## config.mk

```make
export PLATFORM = sky130hd
export DESIGN_NAME = length_prefix_deframer
export DESIGN_NICKNAME = d
export VERILOG_FILES = /design/src/rtl/lfd_pkg.sv /design/src/rtl/lfd_front.sv /design/src/rtl/lfd_cmdq.sv /design/src/rtl/lfd_back.sv /design/src/rtl/length_prefix_deframer.sv
export SDC_FILE = /design/constraint.sdc
export NUM_CORES = 1
export LEC_CHECK = 0
export ABC_AREA = 1
export BUFFER_PORTS_ARGS = -buffer_cell sky130_fd_sc_hd__buf_2
export CAP_MARGIN = 20
export CORE_MARGIN = 3
export CORE_UTILIZATION = 25
export DETAILED_ROUTE_END_ITERATION = 8
export REMOVE_ABC_BUFFERS = 1
export SLEW_MARGIN = 20
export SYNTH_ARGS = -nofsm -noshare
export SYNTH_HDL_FRONTEND = slang
export SYNTH_SLANG_ARGS = --single-unit
```

## constraint.sdc

```tcl
create_clock -name clock -period 9.1 [get_ports clock]
set_clock_uncertainty 0.15 [all_clocks]
set_input_delay 1.365 -clock clock [delete_from_list [all_inputs] [get_ports clock]]
set_output_delay 1.365 -clock clock [all_outputs]
set_load 0.005 [all_outputs]
```

## src/rtl/lfd_pkg.sv

```systemverilog
`default_nettype none

package lfd_pkg;

   // Header geometry: little-endian length, low 32 bits kept
   localparam int HEADER_BYTES = 4;
   localparam int LEN_W        = 32;
   localparam int LEN_BYTES    = (HEADER_BYTES < LEN_W / 8) ? HEADER_BYTES : LEN_W / 8;
   localparam int HDR_IDX_W    = (HEADER_BYTES > 1) ? $clog2(HEADER_BYTES) : 1;

   // Command queue between the parser and the result stage
   localparam int CMDQ_DEPTH = 4;
   localparam int CMDQ_PTR_W = $clog2(CMDQ_DEPTH);
   localparam int CMDQ_CNT_W = $clog2(CMDQ_DEPTH + 1);

   typedef enum logic {
      ST_HEADER  = 1'b0,
      ST_PAYLOAD = 1'b1
   } front_state_type;

   typedef enum logic {
      CMD_PAYLOAD = 1'b0,
      CMD_EMPTY   = 1'b1
   } cmd_kind_type;

   typedef struct packed {
      cmd_kind_type kind;
      logic [7:0]   data;
      logic         last;
   } cmd_type;

endpackage

`default_nettype wire

```

## src/rtl/lfd_front.sv

```systemverilog
`default_nettype none

module lfd_front
   import lfd_pkg::*;
(
   input  wire logic       clock,
   input  wire logic       reset,
   input  wire logic       in_valid,
   input  wire logic [7:0] in_byte,
   output cmd_type         cmd,
   output logic            cmd_valid
);

   front_state_type          state_ff, state_in;
   logic [HDR_IDX_W-1:0]     hdr_idx_ff, hdr_idx_in;
   logic [LEN_W-1:0]         accum_ff, accum_in;
   logic [LEN_W-1:0]         left_ff, left_in;
   logic [LEN_W-1:0]         new_len;
   logic                     hdr_last;

   // Merge the incoming header byte into its lane of the length
   always_comb begin
      new_len = accum_ff;
      for (int k = 0; k < LEN_BYTES; k++) begin
         if (hdr_idx_ff == HDR_IDX_W'(k)) begin
            new_len[8*k +: 8] = accum_ff[8*k +: 8] | in_byte;
         end
      end
   end

   assign hdr_last = (hdr_idx_ff == HDR_IDX_W'(HEADER_BYTES - 1));

   // Next state
   always_comb begin
      state_in = state_ff;
      if (in_valid) begin
         case (state_ff)
            ST_HEADER: begin
               if (hdr_last && (new_len != '0)) begin
                  state_in = ST_PAYLOAD;
               end
            end
            ST_PAYLOAD: begin
               if (left_ff == LEN_W'(1)) begin
                  state_in = ST_HEADER;
               end
            end
            default: state_in = ST_HEADER;
         endcase
      end
   end

   // Counters, length assembly and command output
   always_comb begin
      hdr_idx_in = hdr_idx_ff;
      accum_in   = accum_ff;
      left_in    = left_ff;
      cmd_valid  = 1'b0;
      cmd.kind   = CMD_PAYLOAD;
      cmd.data   = in_byte;
      cmd.last   = 1'b0;
      if (in_valid) begin
         case (state_ff)
            ST_HEADER: begin
               if (hdr_last) begin
                  hdr_idx_in = '0;
                  accum_in   = '0;
                  if (new_len == '0) begin
                     cmd_valid = 1'b1;
                     cmd.kind  = CMD_EMPTY;
                     cmd.data  = 8'h00;
                     cmd.last  = 1'b1;
                  end else begin
                     left_in = new_len;
                  end
               end else begin
                  hdr_idx_in = hdr_idx_ff + HDR_IDX_W'(1);
                  accum_in   = new_len;
               end
            end
            ST_PAYLOAD: begin
               left_in   = left_ff - LEN_W'(1);
               cmd_valid = 1'b1;
               cmd.last  = (left_ff == LEN_W'(1));
            end
            default: ;
         endcase
      end
   end

   always_ff @(posedge clock) begin
      if (reset) begin
         state_ff   <= ST_HEADER;
         hdr_idx_ff <= '0;
         accum_ff   <= '0;
         left_ff    <= '0;
      end else begin
         state_ff   <= state_in;
         hdr_idx_ff <= hdr_idx_in;
         accum_ff   <= accum_in;
         left_ff    <= left_in;
      end
   end

   a_payload_has_left: assert property (@(posedge clock) disable iff (reset)
      (state_ff == ST_PAYLOAD) |-> (left_ff != '0))
      else $error("payload state with no bytes left");

   a_header_no_left: assert property (@(posedge clock) disable iff (reset)
      (state_ff == ST_HEADER) |-> (left_ff == '0))
      else $error("byte count left over in header state");

   a_last_leaves_payload: assert property (@(posedge clock) disable iff (reset)
      (cmd_valid && cmd.last) |=> (state_ff == ST_HEADER && hdr_idx_ff == '0))
      else $error("frame end did not return to header collection");

endmodule

`default_nettype wire

```

## src/rtl/lfd_cmdq.sv

```systemverilog
`default_nettype none

module lfd_cmdq
   import lfd_pkg::*;
(
   input  wire logic    clock,
   input  wire logic    reset,
   input  wire logic    push,
   input  wire cmd_type push_cmd,
   output logic         full,
   input  wire logic    pop,
   output cmd_type      head_cmd,
   output logic         not_empty
);

   cmd_type                 slots_ff [CMDQ_DEPTH];
   logic [CMDQ_PTR_W-1:0]   wr_ptr_ff, wr_ptr_in;
   logic [CMDQ_PTR_W-1:0]   rd_ptr_ff, rd_ptr_in;
   logic [CMDQ_CNT_W-1:0]   count_ff, count_in;
   logic                    do_push, do_pop;

   assign full      = (count_ff == CMDQ_CNT_W'(CMDQ_DEPTH));
   assign not_empty = (count_ff != '0);
   assign head_cmd  = slots_ff[rd_ptr_ff];
   assign do_push   = push && !full;
   assign do_pop    = pop && not_empty;

   // Advance pointers and occupancy
   always_comb begin
      wr_ptr_in = do_push ? wr_ptr_ff + CMDQ_PTR_W'(1) : wr_ptr_ff;
      rd_ptr_in = do_pop  ? rd_ptr_ff + CMDQ_PTR_W'(1) : rd_ptr_ff;
      count_in  = count_ff;
      if (do_push && !do_pop) begin
         count_in = count_ff + CMDQ_CNT_W'(1);
      end else if (do_pop && !do_push) begin
         count_in = count_ff - CMDQ_CNT_W'(1);
      end
   end

   always_ff @(posedge clock) begin
      if (reset) begin
         wr_ptr_ff <= '0;
         rd_ptr_ff <= '0;
         count_ff  <= '0;
      end else begin
         wr_ptr_ff <= wr_ptr_in;
         rd_ptr_ff <= rd_ptr_in;
         count_ff  <= count_in;
      end
   end

   // Store the pushed command
   always_ff @(posedge clock) begin
      if (do_push) begin
         slots_ff[wr_ptr_ff] <= push_cmd;
      end
   end

   a_count_bound: assert property (@(posedge clock) disable iff (reset)
      count_ff <= CMDQ_CNT_W'(CMDQ_DEPTH))
      else $error("command queue overfilled");

   a_ptr_gap: assert property (@(posedge clock) disable iff (reset)
      (count_ff != CMDQ_CNT_W'(CMDQ_DEPTH)) |->
      (CMDQ_PTR_W'(wr_ptr_ff - rd_ptr_ff) == CMDQ_PTR_W'(count_ff)))
      else $error("queue pointers disagree with occupancy");

   a_no_drop: assert property (@(posedge clock) disable iff (reset)
      push |-> !full)
      else $error("command pushed into full queue");

endmodule

`default_nettype wire

```

## src/rtl/lfd_back.sv

```systemverilog
`default_nettype none

module lfd_back
   import lfd_pkg::*;
(
   input  wire logic       clock,
   input  wire logic       reset,
   input  wire cmd_type    head_cmd,
   input  wire logic       head_valid,
   output logic            head_take,
   output logic            rsp_empty,
   input  wire logic       rsp_pop,
   output logic [7:0]      rsp_payload_byte,
   output logic            rsp_frame_end,
   output logic            rsp_empty_frame
);

   logic       valid_ff, valid_in;
   logic [7:0] data_ff;
   logic       end_ff;
   logic       empty_fr_ff;
   logic       drain;

   assign drain     = rsp_pop && valid_ff;
   assign head_take = head_valid && (!valid_ff || drain);

   // Refill the output register whenever it frees up
   always_comb begin
      valid_in = valid_ff;
      if (head_take) begin
         valid_in = 1'b1;
      end else if (drain) begin
         valid_in = 1'b0;
      end
   end

   always_ff @(posedge clock) begin
      if (reset) begin
         valid_ff <= 1'b0;
      end else begin
         valid_ff <= valid_in;
      end
   end

   // Expand the command into result fields
   always_ff @(posedge clock) begin
      if (head_take) begin
         data_ff     <= (head_cmd.kind == CMD_EMPTY) ? 8'h00 : head_cmd.data;
         end_ff      <= head_cmd.last;
         empty_fr_ff <= (head_cmd.kind == CMD_EMPTY);
      end
   end

   assign rsp_empty        = !valid_ff;
   assign rsp_payload_byte = data_ff;
   assign rsp_frame_end    = end_ff;
   assign rsp_empty_frame  = empty_fr_ff;

   a_take_fills: assert property (@(posedge clock) disable iff (reset)
      head_take |=> valid_ff)
      else $error("taken command did not reach output");

   a_empty_frame_ends: assert property (@(posedge clock) disable iff (reset)
      (valid_ff && empty_fr_ff) |-> (end_ff && data_ff == 8'h00))
      else $error("empty frame result malformed");

   a_hold_until_pop: assert property (@(posedge clock) disable iff (reset)
      (valid_ff && !rsp_pop) |=>
      (valid_ff && $stable(data_ff) && $stable(end_ff) && $stable(empty_fr_ff)))
      else $error("waiting response changed before it was popped");

endmodule

`default_nettype wire

```

## src/rtl/length_prefix_deframer.sv

```systemverilog
`default_nettype none

// Channel   Ports                                          Handshake
// -------   --------------------------------------------   ------------------------------
// request   req_in_byte                                    req_push & !req_full
// response  rsp_payload_byte, rsp_frame_end,               rsp_pop & !rsp_empty
//           rsp_empty_frame
//
// One byte per clock is accepted while req_full is low. Header bytes produce no
// response, except one empty-frame response per zero-length header. A response goes
// parser -> 4-entry command queue -> output register. req_full follows the command
// queue occupancy. Synchronous active-high reset returns to header collection, queue
// empty. A stalled response side fills the queue, then holds off requests.

module length_prefix_deframer
   import lfd_pkg::*;
(
   input  wire logic       clock,
   input  wire logic       reset,
   input  wire logic       req_push,
   input  wire logic [7:0] req_in_byte,
   output logic            req_full,
   output logic            rsp_empty,
   input  wire logic       rsp_pop,
   output logic [7:0]      rsp_payload_byte,
   output logic            rsp_frame_end,
   output logic            rsp_empty_frame
);

   cmd_type front_cmd;
   logic    front_valid;
   cmd_type head_cmd;
   logic    head_valid;
   logic    head_take;
   logic    accept;

   assign accept = req_push && !req_full;

   lfd_front u_front (
      .clock     (clock),
      .reset     (reset),
      .in_valid  (accept),
      .in_byte   (req_in_byte),
      .cmd       (front_cmd),
      .cmd_valid (front_valid)
   );

   lfd_cmdq u_cmdq (
      .clock     (clock),
      .reset     (reset),
      .push      (front_valid),
      .push_cmd  (front_cmd),
      .full      (req_full),
      .pop       (head_take),
      .head_cmd  (head_cmd),
      .not_empty (head_valid)
   );

   lfd_back u_back (
      .clock            (clock),
      .reset            (reset),
      .head_cmd         (head_cmd),
      .head_valid       (head_valid),
      .head_take        (head_take),
      .rsp_empty        (rsp_empty),
      .rsp_pop          (rsp_pop),
      .rsp_payload_byte (rsp_payload_byte),
      .rsp_frame_end    (rsp_frame_end),
      .rsp_empty_frame  (rsp_empty_frame)
   );

endmodule

`default_nettype wire

```

==> impl_summary.md, run 1 <==
Run status
The flow ran to the end, and the final reports show no timing, DRC or antenna violations.

Cells and area
Fill cells in the final layout number 2,761. The register area is 0.00304 mm2. In the final layout, the share of cells above drive strength 1 is 0.0802. The number of antenna diodes in the final layout is 0. The end-of-flow core utilization is 0.289.

The finished cells cover 0.00752 mm2. The layout-stage area growth over the synthesis result is 13.3%. Summing all multi-input logic gate instances after layout gives 0.00291 mm2. The number of nets in the finished design is 959.

Timing
Headroom to the max-slew limit came out at 0.239. The final count of pins violating max slew is 0. The final worst-path setup slack is 5370 ps. The share of the cycle needed by the critical path after routing is 0.410. The transition time at the pin with the least slew margin is 1140 ps. The final hold violation count is 0. The time the final worst path needs with I/O delays and setup is 3730 ps.

Setup repair after global routing left no endpoint under its margin. The total negative slack for setup checks is 0 ps. Setup violations remaining at the end of the flow were counted as 0. For this run, the top clock speed supported by timing is 0.268 GHz.

CTS
In this run, post-CTS hold repair placed 0 buffers. For this design, the sink count on the clock tree is 127. The later pin in the worst-skew pair is clocked with a latency of 420 ps. The H-tree generated during clock tree synthesis spans 4 levels. CTS placed an instance of clkbuf_16 at the clock tree root. TritonCTS built the clock tree. The number of CTS-inserted buffers is 17. Post-CTS repair changed the size of 0 cells. The number of setup buffers added after CTS is 0.

In this run the deepest clock path goes through 2 buffers. After clock tree synthesis, the clock-pin slew on the worst setup and hold paths is 60 ps.

Global route
The global-route wire length before repair is 26.5 mm. The number of global-route vias before repair came to 5,212. Global routing finished with a remaining overflow of 0. In the global route stage, overall resource usage came out at 0.117. Entering global routing, the biggest net connects 56 pins. The number of antenna violations at the first check in global routing is 0.

Floorplan
The width of the die is 169 um. The initial utilization of the core area, before any placement, comes to 0.255. The area of the core region is 0.0261 mm2.

The number of ports placed on the die boundary is 24. The die outline height is 169 um. The full die area is 0.0286 mm2. The floorplan has 59 rows.

Route
The total wire length after detailed routing is 16.3 mm. The count of vias placed by the detailed router is 5,624. The post-route antenna net violation count is 0. The detailed-route wire length per cell is 12.7 um. For this block, the initial DRC count from the detailed router was 428. The iteration count of the initial detailed-routing pass is 5. Dividing the detail-routed via count by the number of cells gives 4.38. The remaining routing DRC violations is 0.

Worst setup path
The largest individual stage delay along the critical path comes from the cell o21ai_2. Walking the worst path, the cells encountered are buf_2, inv_1, nor2_4, inv_1, nor2_2, inv_2, o21ai_2, nor2_1. The stage delay of the slowest cell on the critical path is 830 ps. The worst setup path is launched from an input port. The start-to-end type of the worst setup path is input port to flop. The combined buffer and inverter count along the critical path is 4. The worst setup path is captured at a flop. In this run the worst path has a maximum fanout of 23. Broken down by cell family, the worst path's largest delay share belongs to simple AND/OR/NAND/NOR gates. The data arrival time of the worst path is 3850 ps.

In this run the register-to-register setup slack is 5550 ps. The data required time at the worst endpoint is 9220 ps. The most numerous cell on the critical path is inv_1.

Yosys
The top-area cell type share of the netlist area is 0.232. The share of flip-flops with an asynchronous set or reset is 0. The average footprint of a synthesized cell is 7.13 um2. Counting flops and latches in the post-synthesis netlist gives 127. The number of enable-type register cells in the synthesized netlist is 50. The post-synthesis cell type count is 35. The dominant register cell in the synthesized netlist is dfxtp_1. The number of warnings printed during yosys synthesis is 0. The largest total area in the synthesized netlist belongs to dfxtp_1. The cell area that synthesis handed to floorplanning was 0.00664 mm2. For this run, the register share of the synthesized area comes to 0.458.

The cell count after synthesis is 931. By area the synthesized netlist is led by dfxtp_1, edfxtp_1, nand2_1.

Power and ir drop
Of the total power, combinational logic draws 0.333. The switching part of the total power is 0.380. The total power divided by cell area is 268 mW/mm2. The cell-internal power is 0.00125 W. The fraction of power consumed by the clock network is 0.313.

IR analysis of the VDD net gives a maximum drop of 171 uV. The switching power summed over all nets is 0.000766 W. For this design the static power due to leakage is 3.52 nW.

Of the total power, registers draw 0.354.

Placement
Routability-driven placement finished with a final weighted congestion of 0.877. The post-detailed-placement half-perimeter wirelength is 11.4 mm. The placement-stage cell area is 0.00698 mm2. The worst setup slack before clock tree synthesis is 4860 ps. Input and output buffers added on the ports amount to 23.

Min path
The min-delay analysis places its worst path in the category flop to flop.

Flow run
The max-cap check violation count is 0.
==> power groups by stage <==
stage	combinational [W]	clock (W)	sequential, W
global route	0.000770	0.000669	0.000721
detailed placement	0.000671	0	0.000726
finish	0.000672	0.000632	0.000713
CTS	0.000674	0.000641	0.000714
global placement	0.000663	0	0.000725
floorplan	0.000473	0	0.000729
==> worst min-delay path, delay by kind of cell (launching register included) <==
| family | cells | cell delay (ps) |
|---|---|---|
| buffers and inverters | 1 | 50 |
| AND/OR/NAND/NOR | 1 | 40 |
| flip-flops | 1 | 310 |
==> flip-flops by register name, summed over array words and instances (netlist names), named ones only <==
| name | count |
|---|---|
| u_cmdq.slots_ff | 40 |
| u_front.hdr_idx_ff | 2 |
| u_cmdq.count_ff | 3 |
| u_front.accum_ff | 32 |
| u_back.rsp_empty_frame | 1 |
| u_front.left_ff | 32 |
| u_back.rsp_frame_end | 1 |
| u_back.rsp_payload_byte | 8 |
| u_back.valid_ff | 1 |
| u_cmdq.rd_ptr_ff | 2 |
| u_cmdq.wr_ptr_ff | 2 |
| u_front.state_ff | 1 |
==> path summary, 6_finish.rpt <==
| check | start | endpoint | cells after the start |
|---|---|---|---|
| max | req_push | u_front.accum_ff[27] | 8 |
| min | u_front.accum_ff[26] | u_front.accum_ff[26] | 2 |
| max reg2reg | u_front.hdr_idx_ff[0] | u_cmdq.count_ff[2] | 20 |
| min reg2reg | u_front.accum_ff[26] | u_front.accum_ff[26] | 2 |
==> metrics by stage <==
stage | hold WS [ps] | power [W] | std cells
CTS | 285 | 0.00203 | 1283
finish | 286 | 0.00202 | 1283
global placement | 271 | 0.00139 | 1251
global route | 310 | 0.00216 | 1283
detailed placement | 276 | 0.00140 | 1251
floorplan | 258 | 0.00120 | 889
==> layer usage <==
layer	share of wire	GRT usage	vias up
met2	0.47	0.190	121
met5	0	0	-
met3	0.044	0.0299	18
li1	-	-	2920
met1	0.47	0.152	2565
met4	0.013	0.0353	0
==> final cells by class <==
cell class                 instances  area share
tap                              335      0.0557
clock inverter                    14      0.0143
clock buffer                      18      0.0584
timing repair buffer              27      0.0193
inverter                         122      0.0609
sequential                       127       0.405
multi-input combinational        640       0.387
==> synthesized netlist by cell type (10+ instances only) <==
library cell,number
xor2_1,14
o21ai_0,38
nand2_1,257
dfxtp_1,77
nor2_1,172
clkbuf_1,20
o22ai_1,10
nand3_1,57
a21oi_1,46
inv_1,121
edfxtp_1,50
ha_1,11
==> cells in the final DEF, fill, tap and decap left out, types with 2 or more instances in the layout <==
cell          n
buf_4         4
a31oi_1       4
nand4_1       4
nor3_1        3
edfxtp_1     50
clkinv_2      2
clkbuf_16    17
clkinvlp_4    4
dfxtp_1      77
a21oi_2       2
o22ai_1      10
nand2_2       4
nor2_2        5
a21oi_1      46
o21ai_0      38
buf_2        23
nand3_1      57
inv_1       121
clkinv_4      2
ha_1         11
nor4_1        2
nand2_1     257
inv_6         5
nor2_1      172
xor2_1       14
==> logic make-up (layout without fill, tap and decap cells) <==
group | after synthesis | count (layout) | synth area share
simple gates | 507 | 507 | 0.308
buf+inv | 164 | 181 | 0.104
flops | 127 | 127 | 0.458
compound gates | 105 | 105 | 0.0852
xor+xnor | 14 | 14 | 0.0185
fa+ha+maj | 12 | 12 | 0.0237
mux | 2 | 2 | 0.00320
Power figures use the tool's default switching activity.
==> run 2, diff against run 1 <==
- clock period: 9.1 -> 3.7 ns (I/O delays scaled with it)
==> run 2 against run 1 <==
- critical endpoint is now u_cmdq.count_ff[2]
- register-to-register slack worse by 5200 ps
- count of clock-buffer cells in the layout is 2 higher
- routed wire length is 3.3% higher
- final area is 1.6% higher
- sequential share of layout area is 0.62 points lower
- cell count is 0.55% higher
- via count is 1.0% higher
- utilization is 0.45 points higher
- clock power grew to 2.7 times the previous value
- highest routed layer unchanged
- worst hold slack hardly changed
- worst setup slack worse by 5100 ps
==> impl_summary.md, run 2 (synthesis results as in run 1) <==
Run status
The flow ran to the end, and the final reports show no timing, DRC or antenna violations.

Floorplan
The die outline height came to 169 um (unchanged). The initial core utilization is 0.255 (unchanged). The full die area was 0.0286 mm2 (unchanged). The number of ports placed on the die boundary is 24 (unchanged). The width of the die is 169 um (unchanged).

The area of the core region is 0.0261 mm2 (unchanged). The floorplan row count is 59 (unchanged).

CTS
The hold-fix buffer count after cts is 0 (unchanged). The number of CTS-inserted buffers was 17 (unchanged). The level count of the clock H-tree is 4 (unchanged). The clock latency at the later pin of the worst-skew pair came to 420 ps (about the same). The maximum buffer depth of the clock tree is 2 (unchanged). The number of setup buffers added after CTS is 0 (unchanged). The clock tree root driver cell is clkbuf_16. The clock edge transition at the registers on the reported setup and hold paths is 60 ps (about the same).

The clock sink count is 127 (unchanged). TritonCTS built the clock tree. The post-cts gate resize count was 0 (unchanged).

Route
The detailed-route wire length per cell is 13.1 um (+2.7%). The DRC violation total after the first TritonRoute iteration came to 544 (+27%). The total wire length after detailed routing is 16.9 mm (+3.3%). The post-detailed-route via-to-cell ratio was 4.40 (+0.47%). The count of vias placed by the detailed router is 5,681 (+1.0%). The iteration count of the initial detailed-routing pass came to 5 (unchanged). The post-route antenna net violation count came to 0 (unchanged). The remaining routing DRC violations is 0 (unchanged).

Worst setup path
STA classifies the critical path startpoint as a flop. The data required time at the worst endpoint is 3850 ps (-5370 ps). The sort of element at the end of the critical path is a flop. The maximum fanout along the worst path is 8 (-65%). The critical path is of the flop to flop type.

In this run the critical register-to-register path is launched from u_front.hdr_idx_ff[0]. The data arrival time of the worst path is 3540 ps (-310 ps). The worst reg-to-reg setup slack came to 310 ps (-5240 ps). The launch point of the critical path is u_front.hdr_idx_ff[0].

Timing
The number of failing setup endpoints in the final timing report is 0 (unchanged). Setup repair after global routing left no endpoint under its margin. The headroom to the max-slew limit is 0.541 (+0.302). After layout, the minimum clock period comes to 3390 ps.

The final count of pins violating max slew was 0 (unchanged). Of the available clock period, the critical path in the final layout requires 0.916. The final hold violation count is 0 (unchanged).

The transition time at the pin with the least slew margin came to 685 ps (-452 ps). The total negative slack for setup checks came to 0 ps (unchanged). The highest attainable clock frequency is 0.295 GHz. The tightest hold margin is 286 ps (-0.0470 ps).

Power and ir drop
The switching part of the total power came to 0.360 (-0.0198). The sequential cell fraction of total power is 0.341 (-0.013). The cell-internal power is 0.00329 W (+160%). The static leakage power was 3.59 nW (+1.8%). The fraction of power consumed by combinational cells came to 0.325 (-0.008).

The sum of internal, switching and leakage power was 0.00514 W (+150%). The switching power summed over all nets was 0.00185 W (+140%). The total power divided by cell area is 673 mW/mm2 (+150%). The fraction of power consumed by the clock network is 0.334 (+0.021). The largest vdd supply drop is 418 uV (+150%).

Cells and area
The top cell types in the final layout, fill and taps aside, are nand2_1, nor2_1, inv_1. The flip-flop count of the largest register, all copies and words added is 40 (unchanged). Leaving out fill and tap cells, the most frequent cell in the layout is nand2_1. The count of antenna diodes in the layout is 0 (unchanged).

The fill cell total of the finished layout was 2,824 (+2.3%). The non-filler instance count after layout is 1,290 (+0.55%). The area of the multi-input gates was 0.00292 mm2 (+0.26%). The fraction of layout cells with a size suffix above 1 is 0.0869 (+0.00674). The register area is 0.00304 mm2 (unchanged). The register ranked first by flip-flop count is u_cmdq.slots_ff.

The number of nets in the finished design is 967 (+0.83%). In the final layout, the registers with the most flip-flops are u_cmdq.slots_ff: 40 flops, u_front.accum_ff: 32 flops, u_front.left_ff: 32 flops. The end-of-flow core utilization is 0.293 (+0.00451).

Compared with the post-synthesis result, the final layout area differs by 15.0%.

Global route
The number of global-route vias before repair is 5,270 (+1.1%). The pin count of the biggest net entering global routing was 56 (unchanged). The overall overflow remaining after global route is 0 (unchanged). The number of antenna violations at the first check in global routing came to 0 (unchanged).

The overall track demand over capacity in global routing came to 0.119 (+0.00231). The global-route wire length before repair was 27.2 mm (+2.7%).

Min path
The worst hold path begins at u_front.accum_ff[29]. The worst hold path belongs to the class flop to flop.

Placement
The final weighted congestion of routability-driven global placement is 0.868 (-1.0%). The total of buffers placed on input and output ports is 23 (unchanged). The post-detailed-placement half-perimeter wirelength was 11.5 mm (+1.3%). The count of placed standard cells including taps is 1,259 (+0.64%).

Flow run
The max-cap check violation count is 0 (unchanged).
==> run 2: layer usage <==
metal / GRT usage / up-vias / routed length (um)
met1: 0.167 / 2570 / 8140
met5: 0 / - / 0
met2: 0.185 / 152 / 7590
met4: 0.0342 / 0 / 206
met3: 0.0250 / 17 / 922
li1: - / 2942 / -
==> run 2: power by group through the flow <==
| stage | combinational (W) | sequential (W) | clock (W) |
|---|---|---|---|
| global route | 0.00191 | 0.00177 | 0.00180 |
| CTS | 0.00167 | 0.00176 | 0.00174 |
| floorplan | 0.00116 | 0.00179 | 0 |
| detailed placement | 0.00166 | 0.00179 | 0 |
| global placement | 0.00165 | 0.00178 | 0 |
| finish | 0.00167 | 0.00175 | 0.00172 |
==> run 2: worst paths after layout <==
check / cells after the start / endpoint
setup reg to reg: 20 / u_cmdq.count_ff[2]
setup / recovery: 20 / u_cmdq.count_ff[2]
hold / removal: 2 / u_front.accum_ff[29]
hold reg to reg: 2 / u_front.accum_ff[29]
==> run 2: cell type report <==
class | count | share of cell area
clock inverters | 11 | 0.0183
clock buffers | 20 | 0.0598
inverters | 122 | 0.0599
flip-flops and latches | 127 | 0.398
multi-input cells | 640 | 0.382
well taps | 335 | 0.0549
repair buffers | 35 | 0.0269
==> run 2: critical path, stage by stage, from the launching register on <==
cell,delay (ps)
dfxtp_1,400
inv_1,100
ha_1,320
nand2_1,120
nand2_1,110
nor2_1,160
nand2_1,60
nor2_1,120
nand2_1,90
nor2_2,130
nand2_1,80
nand2_1,160
nand2_1,140
inv_1,80
ha_1,130
inv_1,60
fa_1,370
a21oi_1,140
o21ai_0,110
o21ai_0,160
a21oi_1,50
==> run 2: through the flow <==
| step | worst slack [ps] | instance area [um2] |
|---|---|---|
| after global placement | 373 | 7040 |
| after global routing | 32.4 | 7640 |
| after floorplan | 425 | 6410 |
| after CTS | 311 | 7630 |
| final | 311 | 7640 |
| after detailed placement | 345 | 7040 |
